<file path="config.mk">
export PLATFORM = sky130hd
export DESIGN_NAME = scanline_touch_run_centroid_flat
export DESIGN_NICKNAME = d
export VERILOG_FILES = /design/src/design/strc_pkg.sv /design/src/design/strc_if.sv /design/src/design/strc_front.sv /design/src/design/strc_fifo.sv /design/src/design/strc_div.sv /design/src/design/strc_back.sv /design/src/design/scanline_touch_run_centroid.sv /design/src/flat_wrapper.sv
export SDC_FILE = /design/constraint.sdc
export NUM_CORES = 2
export LEC_CHECK = 0
export BUFFER_PORTS_ARGS = -buffer_cell sky130_fd_sc_hd__buf_2
export CAP_MARGIN = 10
export CORE_ASPECT_RATIO = 1.5
export CORE_UTILIZATION = 35
export CTS_BUF_LIST = sky130_fd_sc_hd__clkbuf_16
export CTS_CLUSTER_DIAMETER = 120
export DETAILED_ROUTE_END_ITERATION = 10
export SLEW_MARGIN = 20
export SYNTH_ARGS = -nofsm -noshare
export SYNTH_HDL_FRONTEND = slang
export SYNTH_SLANG_ARGS = --single-unit
</file>
<file path="constraint.sdc">
create_clock -name clk -period 11.72 [get_ports clk]
set_input_delay 2.344 -clock clk [delete_from_list [all_inputs] [get_ports clk]]
set_output_delay 2.344 -clock clk [all_outputs]
set_load 0.05 [all_outputs]
</file>
<file path="src/design/strc_pkg.sv">
// shared constants, types and helper functions for the scanline run centroid block
package strc_pkg;

  localparam int FRAC_BITS  = 4;
  localparam int ROW_PIXELS = 1024;
  localparam int RUN_CAP    = (ROW_PIXELS < 2047) ? ROW_PIXELS : 2047;

  localparam int COORD_W  = 13;
  localparam int BORDER_W = 10;
  localparam int CANVAS_W = 12;
  localparam int OUT_W    = 18;
  localparam int SUM_W    = 29;
  localparam int LEN_W    = 11;
  localparam int BOUND_W  = COORD_W + 2;
  localparam int DIFF_W   = COORD_W + 1;
  localparam int LO_W     = DIFF_W + FRAC_BITS;
  localparam int MUL_W    = 2 * DIFF_W + FRAC_BITS;
  localparam int DIV_W    = MUL_W;
  localparam int DEN_W    = COORD_W;
  localparam int SAT_W    = DIV_W + 2;
  localparam int CNT_W    = $clog2(DIV_W);

  localparam int QDEPTH = 4;
  localparam int QPTR_W = $clog2(QDEPTH);

  localparam int ADDR_W    = 5;
  localparam int DATA_W    = 32;
  localparam int REG_IDX_W = ADDR_W - 2;

  localparam logic [REG_IDX_W-1:0] REG_DEPTH_MIN     = 3'd0;
  localparam logic [REG_IDX_W-1:0] REG_DEPTH_MAX     = 3'd1;
  localparam logic [REG_IDX_W-1:0] REG_LATERAL_MIN   = 3'd2;
  localparam logic [REG_IDX_W-1:0] REG_LATERAL_MAX   = 3'd3;
  localparam logic [REG_IDX_W-1:0] REG_BORDER_OFFSET = 3'd4;
  localparam logic [REG_IDX_W-1:0] REG_CANVAS_WIDTH  = 3'd5;
  localparam logic [REG_IDX_W-1:0] REG_CANVAS_HEIGHT = 3'd6;

  localparam logic [COORD_W-1:0]        RST_DEPTH_MIN     = 13'd650;
  localparam logic [COORD_W-1:0]        RST_DEPTH_MAX     = 13'd1650;
  localparam logic signed [COORD_W-1:0] RST_LATERAL_MIN   = -13'sd300;
  localparam logic signed [COORD_W-1:0] RST_LATERAL_MAX   = 13'sd300;
  localparam logic [BORDER_W-1:0]       RST_BORDER_OFFSET = 10'd100;
  localparam logic [CANVAS_W-1:0]       RST_CANVAS_WIDTH  = 12'd800;
  localparam logic [CANVAS_W-1:0]       RST_CANVAS_HEIGHT = 12'd600;

  typedef struct packed {
    logic [COORD_W-1:0]        depth_min;
    logic [COORD_W-1:0]        depth_max;
    logic signed [COORD_W-1:0] lateral_min;
    logic signed [COORD_W-1:0] lateral_max;
    logic [BORDER_W-1:0]       border_offset;
    logic [CANVAS_W-1:0]       canvas_width;
    logic [CANVAS_W-1:0]       canvas_height;
  } cfg_t;

  typedef struct packed {
    logic signed [COORD_W-1:0] lateral_mm;
    logic [COORD_W-1:0]        depth_mm;
    logic                      row_end;
    logic                      in_win;
  } item_t;

  typedef enum logic [2:0] {
    BK_IDLE,
    BK_MUL,
    BK_LOAD,
    BK_DIV,
    BK_POST,
    BK_EMIT
  } back_state_t;

  typedef struct packed {
    logic              start;
    logic [DIV_W-1:0]  dividend;
    logic [DEN_W-1:0]  divisor;
  } div_req_t;

  typedef struct packed {
    logic              busy;
    logic              done;
    logic [DIV_W-1:0]  quotient;
  } div_rsp_t;

  typedef struct packed {
    back_state_t       state;
    logic [LEN_W-1:0]  run_len;
    logic              div_busy;
    logic              div_done;
  } bk_stat_t;

  function automatic logic signed [OUT_W-1:0] sat_out(input logic signed [SAT_W-1:0] v);
    logic signed [SAT_W-1:0] vmax;
    logic signed [SAT_W-1:0] vmin;
    vmax = {{(SAT_W-OUT_W+1){1'b0}}, {(OUT_W-1){1'b1}}};
    vmin = ~vmax;
    if (v > vmax) begin
      sat_out = {1'b0, {(OUT_W-1){1'b1}}};
    end else if (v < vmin) begin
      sat_out = {1'b1, {(OUT_W-1){1'b0}}};
    end else begin
      sat_out = v[OUT_W-1:0];
    end
  endfunction

endpackage

</file>
<file path="src/design/strc_if.sv">
// point and centroid stream interfaces
interface strc_in_if;
  logic                               valid;
  logic                               ready;
  logic signed [strc_pkg::COORD_W-1:0] lateral_mm;
  logic [strc_pkg::COORD_W-1:0]        depth_mm;
  logic                               row_end;

  modport source (output valid, lateral_mm, depth_mm, row_end, input ready);
  modport sink (input valid, lateral_mm, depth_mm, row_end, output ready);
endinterface

interface strc_out_if;
  logic                              valid;
  logic                              ready;
  logic signed [strc_pkg::OUT_W-1:0] touch_x;
  logic signed [strc_pkg::OUT_W-1:0] touch_y;

  modport source (output valid, touch_x, touch_y, input ready);
  modport sink (input valid, touch_x, touch_y, output ready);
endinterface

</file>
<file path="src/design/strc_front.sv">
// front stage: takes points, tests the depth window and registers the tagged item
module strc_front (
  input  logic            clk,
  input  logic            rst_n,
  strc_in_if.sink         in_chan,
  input  strc_pkg::cfg_t  cfg,
  output logic            push_valid,
  input  logic            push_ready,
  output strc_pkg::item_t push_item
);

  logic                                valid_r;
  logic                                valid_nxt;
  strc_pkg::item_t                     item_r;
  logic signed [strc_pkg::BOUND_W-1:0] dep_s;
  logic signed [strc_pkg::BOUND_W-1:0] lo_bound;
  logic signed [strc_pkg::BOUND_W-1:0] hi_bound;
  logic signed [strc_pkg::BOUND_W-1:0] border_s;
  logic                                in_win;
  logic                                accept;

  assign dep_s    = $signed(strc_pkg::BOUND_W'(in_chan.depth_mm));
  assign border_s = $signed(strc_pkg::BOUND_W'(cfg.border_offset));
  assign lo_bound = $signed(strc_pkg::BOUND_W'(cfg.depth_min)) - border_s;
  assign hi_bound = $signed(strc_pkg::BOUND_W'(cfg.depth_max)) + border_s;
  assign in_win   = (dep_s > lo_bound) && (dep_s < hi_bound);

  assign in_chan.ready = !valid_r || push_ready;
  assign accept        = in_chan.valid && in_chan.ready;
  assign push_valid    = valid_r;
  assign push_item     = item_r;

  always_comb begin
    valid_nxt = valid_r;
    if (accept) begin
      valid_nxt = 1'b1;
    end else if (push_ready) begin
      valid_nxt = 1'b0;
    end
  end

  always_ff @(posedge clk) begin
    if (!rst_n) begin
      valid_r <= 1'b0;
    end else begin
      valid_r <= valid_nxt;
    end
  end

  always_ff @(posedge clk) begin
    if (accept) begin
      item_r.lateral_mm <= in_chan.lateral_mm;
      item_r.depth_mm   <= in_chan.depth_mm;
      item_r.row_end    <= in_chan.row_end;
      item_r.in_win     <= in_win;
    end
  end

endmodule

</file>
<file path="src/design/strc_fifo.sv">
// short item queue between the front and back stages
module strc_fifo (
  input  logic            clk,
  input  logic            rst_n,
  input  logic            push_valid,
  output logic            push_ready,
  input  strc_pkg::item_t push_item,
  output logic            pop_valid,
  input  logic            pop_ready,
  output strc_pkg::item_t pop_item
);

  strc_pkg::item_t               mem_r [strc_pkg::QDEPTH];
  logic [strc_pkg::QPTR_W-1:0]   wr_ptr_r;
  logic [strc_pkg::QPTR_W-1:0]   rd_ptr_r;
  logic [strc_pkg::QPTR_W:0]     count_r;
  logic [strc_pkg::QPTR_W:0]     count_nxt;
  logic                          push;
  logic                          pop;

  assign push_ready = count_r != (strc_pkg::QPTR_W + 1)'(strc_pkg::QDEPTH);
  assign pop_valid  = count_r != '0;
  assign push       = push_valid && push_ready;
  assign pop        = pop_valid && pop_ready;
  assign pop_item   = mem_r[rd_ptr_r];

  always_comb begin
    count_nxt = count_r;
    if (push && !pop) begin
      count_nxt = count_r + 1'b1;
    end else if (pop && !push) begin
      count_nxt = count_r - 1'b1;
    end
  end

  always_ff @(posedge clk) begin
    if (!rst_n) begin
      wr_ptr_r <= '0;
      rd_ptr_r <= '0;
      count_r  <= '0;
    end else begin
      count_r <= count_nxt;
      if (push) begin
        wr_ptr_r <= wr_ptr_r + 1'b1;
      end
      if (pop) begin
        rd_ptr_r <= rd_ptr_r + 1'b1;
      end
    end
  end

  always_ff @(posedge clk) begin
    if (push) begin
      mem_r[wr_ptr_r] <= push_item;
    end
  end

endmodule

</file>
<file path="src/design/strc_div.sv">
// shared restoring divider, one quotient bit per cycle
module strc_div (
  input  logic               clk,
  input  logic               rst_n,
  input  strc_pkg::div_req_t req,
  output strc_pkg::div_rsp_t rsp
);

  logic                         busy_r;
  logic                         done_r;
  logic [strc_pkg::CNT_W-1:0]   cnt_r;
  logic [strc_pkg::DIV_W-1:0]   quo_r;
  logic [strc_pkg::DIV_W-1:0]   quo_nxt;
  logic [strc_pkg::DEN_W-1:0]   rem_r;
  logic [strc_pkg::DEN_W-1:0]   rem_nxt;
  logic [strc_pkg::DEN_W-1:0]   dvs_r;
  logic [strc_pkg::DEN_W:0]     trial;
  logic [strc_pkg::DEN_W:0]     diff;
  logic                         take;

  always_comb begin
    trial   = {rem_r, quo_r[strc_pkg::DIV_W-1]};
    diff    = trial - {1'b0, dvs_r};
    take    = trial >= {1'b0, dvs_r};
    rem_nxt = take ? diff[strc_pkg::DEN_W-1:0] : trial[strc_pkg::DEN_W-1:0];
    quo_nxt = {quo_r[strc_pkg::DIV_W-2:0], take};
  end

  assign rsp.busy     = busy_r;
  assign rsp.done     = done_r;
  assign rsp.quotient = quo_r;

  always_ff @(posedge clk) begin
    if (!rst_n) begin
      busy_r <= 1'b0;
      done_r <= 1'b0;
      cnt_r  <= '0;
    end else begin
      done_r <= 1'b0;
      if (req.start) begin
        busy_r <= 1'b1;
        cnt_r  <= strc_pkg::CNT_W'(strc_pkg::DIV_W - 1);
      end else if (busy_r) begin
        cnt_r <= cnt_r - 1'b1;
        if (cnt_r == '0) begin
          busy_r <= 1'b0;
          done_r <= 1'b1;
        end
      end
    end
  end

  always_ff @(posedge clk) begin
    if (req.start) begin
      quo_r <= req.dividend;
      rem_r <= '0;
      dvs_r <= req.divisor;
    end else if (busy_r) begin
      quo_r <= quo_nxt;
      rem_r <= rem_nxt;
    end
  end

endmodule

</file>
<file path="src/design/strc_back.sv">
// back stage: maps inside points, keeps the run sums and computes the centroid
module strc_back (
  input  logic                clk,
  input  logic                rst_n,
  input  strc_pkg::cfg_t      cfg,
  input  logic                pop_valid,
  output logic                pop_ready,
  input  strc_pkg::item_t     pop_item,
  output strc_pkg::div_req_t  div_req,
  input  strc_pkg::div_rsp_t  div_rsp,
  strc_out_if.source          out_chan,
  output strc_pkg::bk_stat_t  stat
);

  strc_pkg::back_state_t state_r;
  strc_pkg::back_state_t state_nxt;

  strc_pkg::item_t                      item_r;
  logic                                 pass_r;
  logic                                 mode_r;
  logic signed [strc_pkg::MUL_W-1:0]    prod_r;
  logic signed [strc_pkg::DIFF_W-1:0]   den_r;
  logic signed [strc_pkg::LO_W-1:0]     lo16_r;
  logic                                 zero_r;
  logic                                 neg_r;
  logic signed [strc_pkg::OUT_W-1:0]    res_x_r;
  logic signed [strc_pkg::OUT_W-1:0]    res_y_r;
  logic signed [strc_pkg::OUT_W-1:0]    out_x_r;
  logic signed [strc_pkg::OUT_W-1:0]    out_y_r;
  logic                                 out_valid_r;

  logic                                 active_r;
  logic                                 active_nxt;
  logic [strc_pkg::LEN_W-1:0]           len_r;
  logic [strc_pkg::LEN_W-1:0]           len_nxt;
  logic signed [strc_pkg::SUM_W-1:0]    sum_x_r;
  logic signed [strc_pkg::SUM_W-1:0]    sum_x_nxt;
  logic signed [strc_pkg::SUM_W-1:0]    sum_y_r;
  logic signed [strc_pkg::SUM_W-1:0]    sum_y_nxt;

  logic pop;
  logic can_add;
  logic start_map;
  logic start_cent;
  logic out_load;
  logic clear;

  logic signed [strc_pkg::DIFF_W-1:0]   v_s;
  logic signed [strc_pkg::DIFF_W-1:0]   a_s;
  logic signed [strc_pkg::DIFF_W-1:0]   b_s;
  logic signed [strc_pkg::DIFF_W-1:0]   d_s;
  logic signed [strc_pkg::DIFF_W-1:0]   span_s;
  logic signed [strc_pkg::DIFF_W-1:0]   lo_s;
  logic signed [strc_pkg::DIFF_W-1:0]   k_s;
  logic signed [strc_pkg::DIFF_W-1:0]   border_s;
  logic [strc_pkg::CANVAS_W-1:0]        size_u;
  logic signed [2*strc_pkg::DIFF_W-1:0] mp;
  logic signed [strc_pkg::MUL_W-1:0]    map_prod;
  logic signed [strc_pkg::SUM_W-1:0]    cent_sum;
  logic [strc_pkg::LEN_W+strc_pkg::CANVAS_W-1:0] nw;
  logic signed [strc_pkg::MUL_W-1:0]    cent_prod;
  logic signed [strc_pkg::DIFF_W-1:0]   cent_den;
  logic signed [strc_pkg::MUL_W-1:0]    mul_prod;
  logic signed [strc_pkg::DIFF_W-1:0]   mul_den;
  logic signed [strc_pkg::LO_W-1:0]     mul_lo16;

  logic [strc_pkg::DIV_W-1:0]           prod_abs;
  logic [strc_pkg::DIFF_W-1:0]          den_abs;
  logic signed [strc_pkg::SAT_W-1:0]    q_ext;
  logic signed [strc_pkg::SAT_W-1:0]    add_s;
  logic signed [strc_pkg::OUT_W-1:0]    post_val;

  assign pop        = pop_valid && pop_ready;
  assign can_add    = len_r < strc_pkg::LEN_W'(strc_pkg::RUN_CAP);
  assign start_map  = pop_item.in_win && can_add;
  assign start_cent = !pop_item.in_win && active_r && (len_r != '0);

  // operand set for the current pass: depth to x, lateral to y
  always_comb begin
    border_s = $signed(strc_pkg::DIFF_W'(cfg.border_offset));
    if (!pass_r) begin
      v_s      = $signed(strc_pkg::DIFF_W'(item_r.depth_mm));
      a_s      = $signed(strc_pkg::DIFF_W'(cfg.depth_min));
      b_s      = $signed(strc_pkg::DIFF_W'(cfg.depth_max));
      size_u   = cfg.canvas_width;
      cent_sum = sum_x_r;
    end else begin
      v_s      = strc_pkg::DIFF_W'(item_r.lateral_mm);
      a_s      = strc_pkg::DIFF_W'(cfg.lateral_min);
      b_s      = strc_pkg::DIFF_W'(cfg.lateral_max);
      size_u   = cfg.canvas_height;
      cent_sum = sum_y_r;
    end
    d_s       = v_s - a_s;
    span_s    = b_s - a_s;
    lo_s      = $signed(strc_pkg::DIFF_W'(size_u)) - border_s;
    k_s       = border_s - lo_s;
    mp        = d_s * k_s;
    map_prod  = strc_pkg::MUL_W'(mp) <<< strc_pkg::FRAC_BITS;
    nw        = len_r * size_u;
    cent_prod = (strc_pkg::MUL_W'(cent_sum) <<< 1)
              - ($signed(strc_pkg::MUL_W'(nw)) <<< strc_pkg::FRAC_BITS);
    cent_den  = $signed(strc_pkg::DIFF_W'({len_r, 1'b0}));
    if (mode_r) begin
      mul_prod = cent_prod;
      mul_den  = cent_den;
      mul_lo16 = '0;
    end else begin
      mul_prod = map_prod;
      mul_den  = span_s;
      mul_lo16 = strc_pkg::LO_W'(lo_s) <<< strc_pkg::FRAC_BITS;
    end
  end

  // magnitudes and rounding bias for the divider
  always_comb begin
    prod_abs = prod_r[strc_pkg::MUL_W-1] ? strc_pkg::DIV_W'(-prod_r)
                                         : strc_pkg::DIV_W'(prod_r);
    den_abs  = den_r[strc_pkg::DIFF_W-1] ? strc_pkg::DIFF_W'(-den_r)
                                         : strc_pkg::DIFF_W'(den_r);
    div_req.dividend = prod_abs + strc_pkg::DIV_W'(den_abs[strc_pkg::DEN_W-1:1]);
    div_req.divisor  = den_abs[strc_pkg::DEN_W-1:0];
  end

  always_comb begin
    q_ext = $signed({2'b00, div_rsp.quotient});
    if (zero_r) begin
      add_s = '0;
    end else if (neg_r) begin
      add_s = -q_ext;
    end else begin
      add_s = q_ext;
    end
    post_val = strc_pkg::sat_out(strc_pkg::SAT_W'(lo16_r) + add_s);
  end

  // next state
  always_comb begin
    state_nxt = state_r;
    case (state_r)
      strc_pkg::BK_IDLE: begin
        if (pop && (start_map || start_cent)) begin
          state_nxt = strc_pkg::BK_MUL;
        end
      end
      strc_pkg::BK_MUL: begin
        state_nxt = (mul_den == '0) ? strc_pkg::BK_POST : strc_pkg::BK_LOAD;
      end
      strc_pkg::BK_LOAD: begin
        state_nxt = strc_pkg::BK_DIV;
      end
      strc_pkg::BK_DIV: begin
        if (div_rsp.done) begin
          state_nxt = strc_pkg::BK_POST;
        end
      end
      strc_pkg::BK_POST: begin
        if (!pass_r) begin
          state_nxt = strc_pkg::BK_MUL;
        end else if (mode_r) begin
          state_nxt = strc_pkg::BK_EMIT;
        end else begin
          state_nxt = strc_pkg::BK_IDLE;
        end
      end
      strc_pkg::BK_EMIT: begin
        if (out_load) begin
          state_nxt = strc_pkg::BK_IDLE;
        end
      end
      default: state_nxt = strc_pkg::BK_IDLE;
    endcase
  end

  // state outputs
  always_comb begin
    pop_ready     = 1'b0;
    div_req.start = 1'b0;
    out_load      = 1'b0;
    case (state_r)
      strc_pkg::BK_IDLE: pop_ready     = 1'b1;
      strc_pkg::BK_LOAD: div_req.start = 1'b1;
      strc_pkg::BK_EMIT: out_load      = !out_valid_r || out_chan.ready;
      default: ;
    endcase
  end

  // run bookkeeping
  always_comb begin
    active_nxt = active_r;
    len_nxt    = len_r;
    sum_x_nxt  = sum_x_r;
    sum_y_nxt  = sum_y_r;
    clear      = 1'b0;
    if (pop && !start_map && !start_cent) begin
      if (pop_item.in_win && !pop_item.row_end) begin
        active_nxt = 1'b1;
      end else begin
        clear = 1'b1;
      end
    end
    if ((state_r == strc_pkg::BK_POST) && pass_r) begin
      if (mode_r || item_r.row_end) begin
        clear = 1'b1;
      end else begin
        sum_x_nxt  = sum_x_r + strc_pkg::SUM_W'(res_x_r);
        sum_y_nxt  = sum_y_r + strc_pkg::SUM_W'(post_val);
        len_nxt    = strc_pkg::LEN_W'(len_r + 1'b1);
        active_nxt = 1'b1;
      end
    end
    if (clear) begin
      active_nxt = 1'b0;
      len_nxt    = '0;
      sum_x_nxt  = '0;
      sum_y_nxt  = '0;
    end
  end

  always_ff @(posedge clk) begin
    if (!rst_n) begin
      state_r     <= strc_pkg::BK_IDLE;
      active_r    <= 1'b0;
      len_r       <= '0;
      sum_x_r     <= '0;
      sum_y_r     <= '0;
      out_valid_r <= 1'b0;
    end else begin
      state_r  <= state_nxt;
      active_r <= active_nxt;
      len_r    <= len_nxt;
      sum_x_r  <= sum_x_nxt;
      sum_y_r  <= sum_y_nxt;
      if (out_load) begin
        out_valid_r <= 1'b1;
      end else if (out_chan.ready) begin
        out_valid_r <= 1'b0;
      end
    end
  end

  always_ff @(posedge clk) begin
    if (pop) begin
      item_r <= pop_item;
      pass_r <= 1'b0;
      mode_r <= start_cent;
    end
    if (state_r == strc_pkg::BK_MUL) begin
      prod_r <= mul_prod;
      den_r  <= mul_den;
      lo16_r <= mul_lo16;
      zero_r <= mul_den == '0;
    end
    if (state_r == strc_pkg::BK_LOAD) begin
      neg_r <= prod_r[strc_pkg::MUL_W-1] ^ den_r[strc_pkg::DIFF_W-1];
    end
    if (state_r == strc_pkg::BK_POST) begin
      if (!pass_r) begin
        res_x_r <= post_val;
        pass_r  <= 1'b1;
      end else begin
        res_y_r <= post_val;
      end
    end
    if (out_load) begin
      out_x_r <= res_x_r;
      out_y_r <= res_y_r;
    end
  end

  assign out_chan.valid   = out_valid_r;
  assign out_chan.touch_x = out_x_r;
  assign out_chan.touch_y = out_y_r;

  assign stat.state    = state_r;
  assign stat.run_len  = len_r;
  assign stat.div_busy = div_rsp.busy;
  assign stat.div_done = div_rsp.done;

endmodule

</file>
<file path="src/design/scanline_touch_run_centroid.sv">
// top level of the scanline run centroid detector with its register file
// Points enter through in_chan. A point inside the depth window and one that closes a run
// each need two quotients from one shared restoring divider that produces one bit per
// cycle over a 32-bit dividend; a zero calibration span skips its division, and other
// points pass the back stage without one. A four-entry queue between the window test and
// the back stage lets points keep arriving while the divider works. A run closed by a
// point outside the window yields one centroid on out_chan, relative to the canvas centre
// in 1/16 pixel; one ended by an in-window row end yields none. APB registers sit at byte
// address 4*i; the user must write them only while idle, which the block does not enforce.
module scanline_touch_run_centroid (
  input  logic                          clk,
  input  logic                          rst_n,
  strc_in_if.sink                       in_chan,
  strc_out_if.source                    out_chan,
  input  logic                          psel,
  input  logic                          penable,
  input  logic                          pwrite,
  input  logic [strc_pkg::ADDR_W-1:0]   paddr,
  input  logic [strc_pkg::DATA_W-1:0]   pwdata,
  output logic [strc_pkg::DATA_W-1:0]   prdata,
  output logic                          pready
);

  strc_pkg::cfg_t     cfg_r;
  strc_pkg::cfg_t     cfg_nxt;
  logic               wr_en;
  logic [strc_pkg::REG_IDX_W-1:0] reg_idx;

  logic               q_push_valid;
  logic               q_push_ready;
  strc_pkg::item_t    q_push_item;
  logic               q_pop_valid;
  logic               q_pop_ready;
  strc_pkg::item_t    q_pop_item;
  strc_pkg::div_req_t div_req;
  strc_pkg::div_rsp_t div_rsp;
  strc_pkg::bk_stat_t bk_stat;

  assign pready  = 1'b1;
  assign wr_en   = psel && penable && pwrite;
  assign reg_idx = paddr[strc_pkg::ADDR_W-1:2];

  always_comb begin
    cfg_nxt = cfg_r;
    if (wr_en) begin
      case (reg_idx)
        strc_pkg::REG_DEPTH_MIN:     cfg_nxt.depth_min     = pwdata[strc_pkg::COORD_W-1:0];
        strc_pkg::REG_DEPTH_MAX:     cfg_nxt.depth_max     = pwdata[strc_pkg::COORD_W-1:0];
        strc_pkg::REG_LATERAL_MIN:   cfg_nxt.lateral_min   = pwdata[strc_pkg::COORD_W-1:0];
        strc_pkg::REG_LATERAL_MAX:   cfg_nxt.lateral_max   = pwdata[strc_pkg::COORD_W-1:0];
        strc_pkg::REG_BORDER_OFFSET: cfg_nxt.border_offset = pwdata[strc_pkg::BORDER_W-1:0];
        strc_pkg::REG_CANVAS_WIDTH:  cfg_nxt.canvas_width  = pwdata[strc_pkg::CANVAS_W-1:0];
        strc_pkg::REG_CANVAS_HEIGHT: cfg_nxt.canvas_height = pwdata[strc_pkg::CANVAS_W-1:0];
        default: ;
      endcase
    end
  end

  always_ff @(posedge clk) begin
    if (!rst_n) begin
      cfg_r.depth_min     <= strc_pkg::RST_DEPTH_MIN;
      cfg_r.depth_max     <= strc_pkg::RST_DEPTH_MAX;
      cfg_r.lateral_min   <= strc_pkg::RST_LATERAL_MIN;
      cfg_r.lateral_max   <= strc_pkg::RST_LATERAL_MAX;
      cfg_r.border_offset <= strc_pkg::RST_BORDER_OFFSET;
      cfg_r.canvas_width  <= strc_pkg::RST_CANVAS_WIDTH;
      cfg_r.canvas_height <= strc_pkg::RST_CANVAS_HEIGHT;
    end else begin
      cfg_r <= cfg_nxt;
    end
  end

  always_comb begin
    case (reg_idx)
      strc_pkg::REG_DEPTH_MIN:     prdata = strc_pkg::DATA_W'(cfg_r.depth_min);
      strc_pkg::REG_DEPTH_MAX:     prdata = strc_pkg::DATA_W'(cfg_r.depth_max);
      strc_pkg::REG_LATERAL_MIN:   prdata = strc_pkg::DATA_W'(cfg_r.lateral_min);
      strc_pkg::REG_LATERAL_MAX:   prdata = strc_pkg::DATA_W'(cfg_r.lateral_max);
      strc_pkg::REG_BORDER_OFFSET: prdata = strc_pkg::DATA_W'(cfg_r.border_offset);
      strc_pkg::REG_CANVAS_WIDTH:  prdata = strc_pkg::DATA_W'(cfg_r.canvas_width);
      strc_pkg::REG_CANVAS_HEIGHT: prdata = strc_pkg::DATA_W'(cfg_r.canvas_height);
      default:                     prdata = '0;
    endcase
  end

  strc_front u_front (
    .clk        (clk),
    .rst_n      (rst_n),
    .in_chan    (in_chan),
    .cfg        (cfg_r),
    .push_valid (q_push_valid),
    .push_ready (q_push_ready),
    .push_item  (q_push_item)
  );

  strc_fifo u_fifo (
    .clk        (clk),
    .rst_n      (rst_n),
    .push_valid (q_push_valid),
    .push_ready (q_push_ready),
    .push_item  (q_push_item),
    .pop_valid  (q_pop_valid),
    .pop_ready  (q_pop_ready),
    .pop_item   (q_pop_item)
  );

  strc_div u_div (
    .clk   (clk),
    .rst_n (rst_n),
    .req   (div_req),
    .rsp   (div_rsp)
  );

  strc_back u_back (
    .clk       (clk),
    .rst_n     (rst_n),
    .cfg       (cfg_r),
    .pop_valid (q_pop_valid),
    .pop_ready (q_pop_ready),
    .pop_item  (q_pop_item),
    .div_req   (div_req),
    .div_rsp   (div_rsp),
    .out_chan  (out_chan),
    .stat      (bk_stat)
  );

  a_run_cap: assert property (@(posedge clk) disable iff (!rst_n)
    bk_stat.run_len <= strc_pkg::LEN_W'(strc_pkg::RUN_CAP))
    else $error("run length beyond cap");

  a_emit_src: assert property (@(posedge clk) disable iff (!rst_n)
    $rose(out_chan.valid) |-> $past(bk_stat.state) == strc_pkg::BK_EMIT)
    else $error("centroid transaction not issued from the emit state");

  a_div_live: assert property (@(posedge clk) disable iff (!rst_n)
    bk_stat.state == strc_pkg::BK_DIV |-> bk_stat.div_busy || bk_stat.div_done)
    else $error("waiting on an idle divider");

endmodule
</file>
<file path="src/flat_wrapper.sv">
// flat-port wrapper written by rule: the top's interface ports become plain ports
module scanline_touch_run_centroid_flat 
  (clk, rst_n, psel, penable, pwrite, paddr, pwdata, prdata, pready, in_chan_valid, in_chan_lateral_mm, in_chan_depth_mm, in_chan_row_end, in_chan_ready, out_chan_valid, out_chan_touch_x, out_chan_touch_y, out_chan_ready);
  strc_in_if in_chan_i ();
  strc_out_if out_chan_i ();
  input  logic clk;
  input  logic rst_n;
  input  logic psel;
  input  logic penable;
  input  logic pwrite;
  input  logic [strc_pkg::ADDR_W-1:0] paddr;
  input  logic [strc_pkg::DATA_W-1:0] pwdata;
  output logic [strc_pkg::DATA_W-1:0] prdata;
  output logic pready;
  input wire logic [$bits(in_chan_i.valid)-1:0] in_chan_valid;
  input wire logic [$bits(in_chan_i.lateral_mm)-1:0] in_chan_lateral_mm;
  input wire logic [$bits(in_chan_i.depth_mm)-1:0] in_chan_depth_mm;
  input wire logic [$bits(in_chan_i.row_end)-1:0] in_chan_row_end;
  output wire logic [$bits(in_chan_i.ready)-1:0] in_chan_ready;
  output wire logic [$bits(out_chan_i.valid)-1:0] out_chan_valid;
  output wire logic [$bits(out_chan_i.touch_x)-1:0] out_chan_touch_x;
  output wire logic [$bits(out_chan_i.touch_y)-1:0] out_chan_touch_y;
  input wire logic [$bits(out_chan_i.ready)-1:0] out_chan_ready;
  assign in_chan_i.valid = in_chan_valid;
  assign in_chan_i.lateral_mm = in_chan_lateral_mm;
  assign in_chan_i.depth_mm = in_chan_depth_mm;
  assign in_chan_i.row_end = in_chan_row_end;
  assign in_chan_ready = in_chan_i.ready;
  assign out_chan_valid = out_chan_i.valid;
  assign out_chan_touch_x = out_chan_i.touch_x;
  assign out_chan_touch_y = out_chan_i.touch_y;
  assign out_chan_i.ready = out_chan_ready;
  scanline_touch_run_centroid u_core (.clk(clk), .rst_n(rst_n), .in_chan(in_chan_i), .out_chan(out_chan_i), .psel(psel), .penable(penable), .pwrite(pwrite), .paddr(paddr), .pwdata(pwdata), .prdata(prdata), .pready(pready));
endmodule
</file>
==> impl_metrics.env <==
export IMPL_slowest_delay_ns=0.58
export IMPL_worst_r2r_path_depth=37
export IMPL_cts_root_buf="clkbuf_16"
export IMPL_wl_per_cell_um=18.8
export IMPL_setup_tns_ns=0
export IMPL_worstSkewPairLatency_ns=0.65
export IMPL_critPathCaptureType="register"
export IMPL_antenna_violating_nets_post_route=0
export IMPL_fillCellCount=12700
export IMPL_numCtsBuffers=56
export IMPL_syn_area_mm2=0.0446
export IMPL_cp_required_ns=12.08
export IMPL_drv_cap=0
export IMPL_grt_use_total_pct=18.8
export IMPL_start_util_pct=35.2
export IMPL_synth_warnings=0
export IMPL_hold_path_class="reg -> reg"
export IMPL_cts_tree="done"
export IMPL_syn2layout_area_growth_pct=9.92
export IMPL_viasPerCell=5.14
export IMPL_crit_arrival_ns=11.46
export IMPL_fp_dieH_um=439
export IMPL_synthCells=4630
export IMPL_crit_start="u_core.u_back.pass_r$_DFF_P_"
export IMPL_antenna_found_initial=2
export IMPL_place_congestion=0.922
export IMPL_num_vias=33100
export IMPL_drv_slew=0
export IMPL_setup_violations=0
export IMPL_path_clk_slew_ns=0.06
export IMPL_io_buffer_count=119
export IMPL_fp_coreArea_mm2=0.127
export IMPL_final_min_clock_period_ns=11.10
export IMPL_drive_gt1_share_pct=9.37
export IMPL_clockBufferDepth=3
export IMPL_reg2reg_to="u_core.u_back.prod_r[30]$_DFFE_PN_"
export IMPL_syn_area_per_cell_um2=9.63
export IMPL_die_area_mm2=0.129
export IMPL_dp_hpwl_mm=95.0
export IMPL_holdPathEnd="u_core.u_back.out_chan.touch_y[2]$_DFFE_PP_"
export IMPL_critical_path_top_cell_by_count="fa_1"
export IMPL_hold_depth=0
export IMPL_final_common_cell="nand2_1"
export IMPL_hold_ws_ns=0.415
export IMPL_cts_sinks=536
export IMPL_fin_worst_skew_ns=0.0423
export IMPL_detail_route_drc_violations=0
export IMPL_crit_slowest_cell="fa_1"
export IMPL_ys_types=92
export IMPL_drt_first_pass_iters=5
export IMPL_rsz0062_at_grt="no"
export IMPL_ys_flop_type="edfxtp_1"
export IMPL_worst_pin_slew_ns=1.14
export IMPL_synth_edf_count=345
export IMPL_synth_yosys_seq_area_share_pct=31.8
export IMPL_syn_nets=5358
export IMPL_hold_viol=0
export IMPL_die_w_um=293
export IMPL_nets=5412
export IMPL_post_route_period_util_pct=94.7
export IMPL_ys_seq_elements=536
export IMPL_seqCellArea_mm2=0.0142
export IMPL_drt_wl_total_mm=121
export IMPL_grt_start_max_net_pins=98
export IMPL_r2r_start="u_core.u_back.pass_r$_DFF_P_"
export IMPL_multi_input_area_mm2=0.0280
export IMPL_layout_common_cells="nand2_1, inv_1, ha_1"
export IMPL_h_tree_depth=2
export IMPL_first_global_vias=33900
export IMPL_holdCritStartpoint="u_core.u_back.res_y_r[2]$_DFFE_PP_"
export IMPL_slew_headroom_pct=24.0
export IMPL_ios=142
export IMPL_drtIter0Drc=1737
export IMPL_async_reset_ff_share_pct=0
export IMPL_ctsHoldBuffers=0
export IMPL_r2r_slack_ns=0.62
export IMPL_num_rows=160
export IMPL_grt_overflow=0
export IMPL_grt_pass1_wl_mm=188
export IMPL_critPathLaunchType="register"
export IMPL_criticalPathCategory="reg -> reg"
export IMPL_max_freq_mhz=90.1
export IMPL_status="complete, no violations"
export IMPL_path_max_fanout=15
==> flip-flops by register name, indices dropped and copies added (netlist names), 3 cells and up, named ones only <==
| signal | cells |
|---|---|
| u_core.cfg_r | 86 |
| u_core.u_back.den_r | 14 |
| u_core.u_back.item_r | 27 |
| u_core.u_back.len_r | 11 |
| u_core.u_back.lo16_r | 13 |
| u_core.u_back.out_chan.touch_x | 18 |
| u_core.u_back.out_chan.touch_y | 18 |
| u_core.u_back.prod_r | 31 |
| u_core.u_back.res_x_r | 18 |
| u_core.u_back.res_y_r | 18 |
| u_core.u_back.state_r | 3 |
| u_core.u_back.sum_x_r | 29 |
| u_core.u_back.sum_y_r | 29 |
| u_core.u_div.cnt_r | 5 |
| u_core.u_div.dvs_r | 13 |
| u_core.u_div.quo_r | 32 |
| u_core.u_div.rem_r | 13 |
| u_core.u_fifo.count_r | 3 |
| u_core.u_fifo.mem_r | 112 |
| u_core.u_front.push_item | 28 |
==> cell usage after synthesis, drive strengths merged (15+ instances only) <==
master / instances / area share, %
xnor2: 170 / 3.4
a21o: 78 / 1.3
and3: 19 / 0.27
nand2: 533 / 4.5
nand4: 20 / 0.28
mux2: 72 / 1.8
mux4: 35 / 1.8
dfxtp: 191 / 8.6
a31oi: 29 / 0.41
nand3: 72 / 0.81
clkbuf: 143 / 1.2
mux2i: 70 / 1.6
a21boi: 66 / 1.1
o21a: 35 / 0.59
inv: 434 / 3.7
nor3: 78 / 0.89
fa: 298 / 13
or2: 18 / 0.25
buf: 46 / 0.59
and2: 78 / 1.1
nand2b: 54 / 0.76
a211oi: 15 / 0.25
nor2: 338 / 2.9
xor2: 169 / 3.3
o21ai: 249 / 2.8
o31ai: 34 / 0.58
a211o: 16 / 0.31
edfxtp: 345 / 23
nor4: 20 / 0.28
a21oi: 236 / 2.6
nor2b: 64 / 0.90
ha: 359 / 10
or3: 34 / 0.48
o21bai: 31 / 0.52
o211ai: 21 / 0.35
==> cell families after synthesis <==
| kind of cell | synth area share [%] |
|---|---|
| AOI/OAI and AO/OA | 13.2 |
| other | 0.00841 |
| adders and majority gates | 23.6 |
| DFF | 31.8 |
| and+or+nand+nor | 14.1 |
| xor gates and xnor gates | 6.67 |
| muxes | 5.16 |
| buffers and inverters | 5.50 |
==> area by class of cell <==
type / count / area share, %
Clock inverter: 47 / 0.929
Sequential cell: 536 / 28.9
Antenna cell: 5 / 0.0255
Tap cell: 1701 / 4.34
Multi-Input combinational cell: 3465 / 57.2
Timing Repair Buffer: 185 / 2.27
Inverter: 440 / 3.37
Clock buffer: 57 / 2.91
==> metrics by stage <==
step	utilization, %	cells	area (um^2)	worst slack (ns)
after floorplan	-	4630	44600	0.964
after global placement	37.2	6326	47100	0.549
after detailed placement	37.2	6326	47100	0.481
after CTS	38.7	6430	49000	0.460
after global routing	38.7	6432	49000	0.0233
final	38.7	6436	49000	0.616
==> worst max-delay path by stage <==
| stage | cells past startpoint | end | slack (ns) |
|---|---|---|---|
| 6_report | 37 | u_core.u_back.prod_r[30]$_DFFE_PN_ | 0.62 |
| 5_1_grt | 37 | u_core.u_back.prod_r[30]$_DFFE_PN_ | 0.02 |
| 4_1_cts | 39 | u_core.u_back.prod_r[30]$_DFFE_PN_ | 0.46 |
| 3_5_place_dp | 39 | u_core.u_back.prod_r[30]$_DFFE_PN_ | 0.48 |
| 3_3_place_gp | 39 | u_core.u_back.prod_r[30]$_DFFE_PN_ | 0.55 |
| 2_1_floorplan | 41 | u_core.u_back.prod_r[30]$_DFFE_PN_ | 0.96 |
==> timing repair <==
| action | CTS | global route |
|---|---|---|
| buffers inserted | 0 | 0 |
| gates resized for setup | 0 | 2 |
| setup endpoints to repair | 0 | 1 |
==> per-layer routing <==
layer,track usage (%),wire (um),up-vias
met5,0,0,-
met4,10.9,7810,0
met3,1.80,3870,246
met2,34.8,62300,712
met1,20.7,46800,16100
li1,-,-,16100
==> critical path, delay by kind of cell, from the launching register on <==
kind                     cells  cell delay [ns]
adder cells (fa/ha/maj)     14             5.86
AND/OR/NAND/NOR              2             0.59
XOR/XNOR                     3             0.69
flip-flops                   1             0.49
AO/OA/AOI/OAI               13             2.42
buffers and inverters        4             0.22
multiplexers                 1             0.54
Power is left out: the tool's default activity adds up to more than one toggle a clock period on the data nets, which glitch-free logic cannot reach.
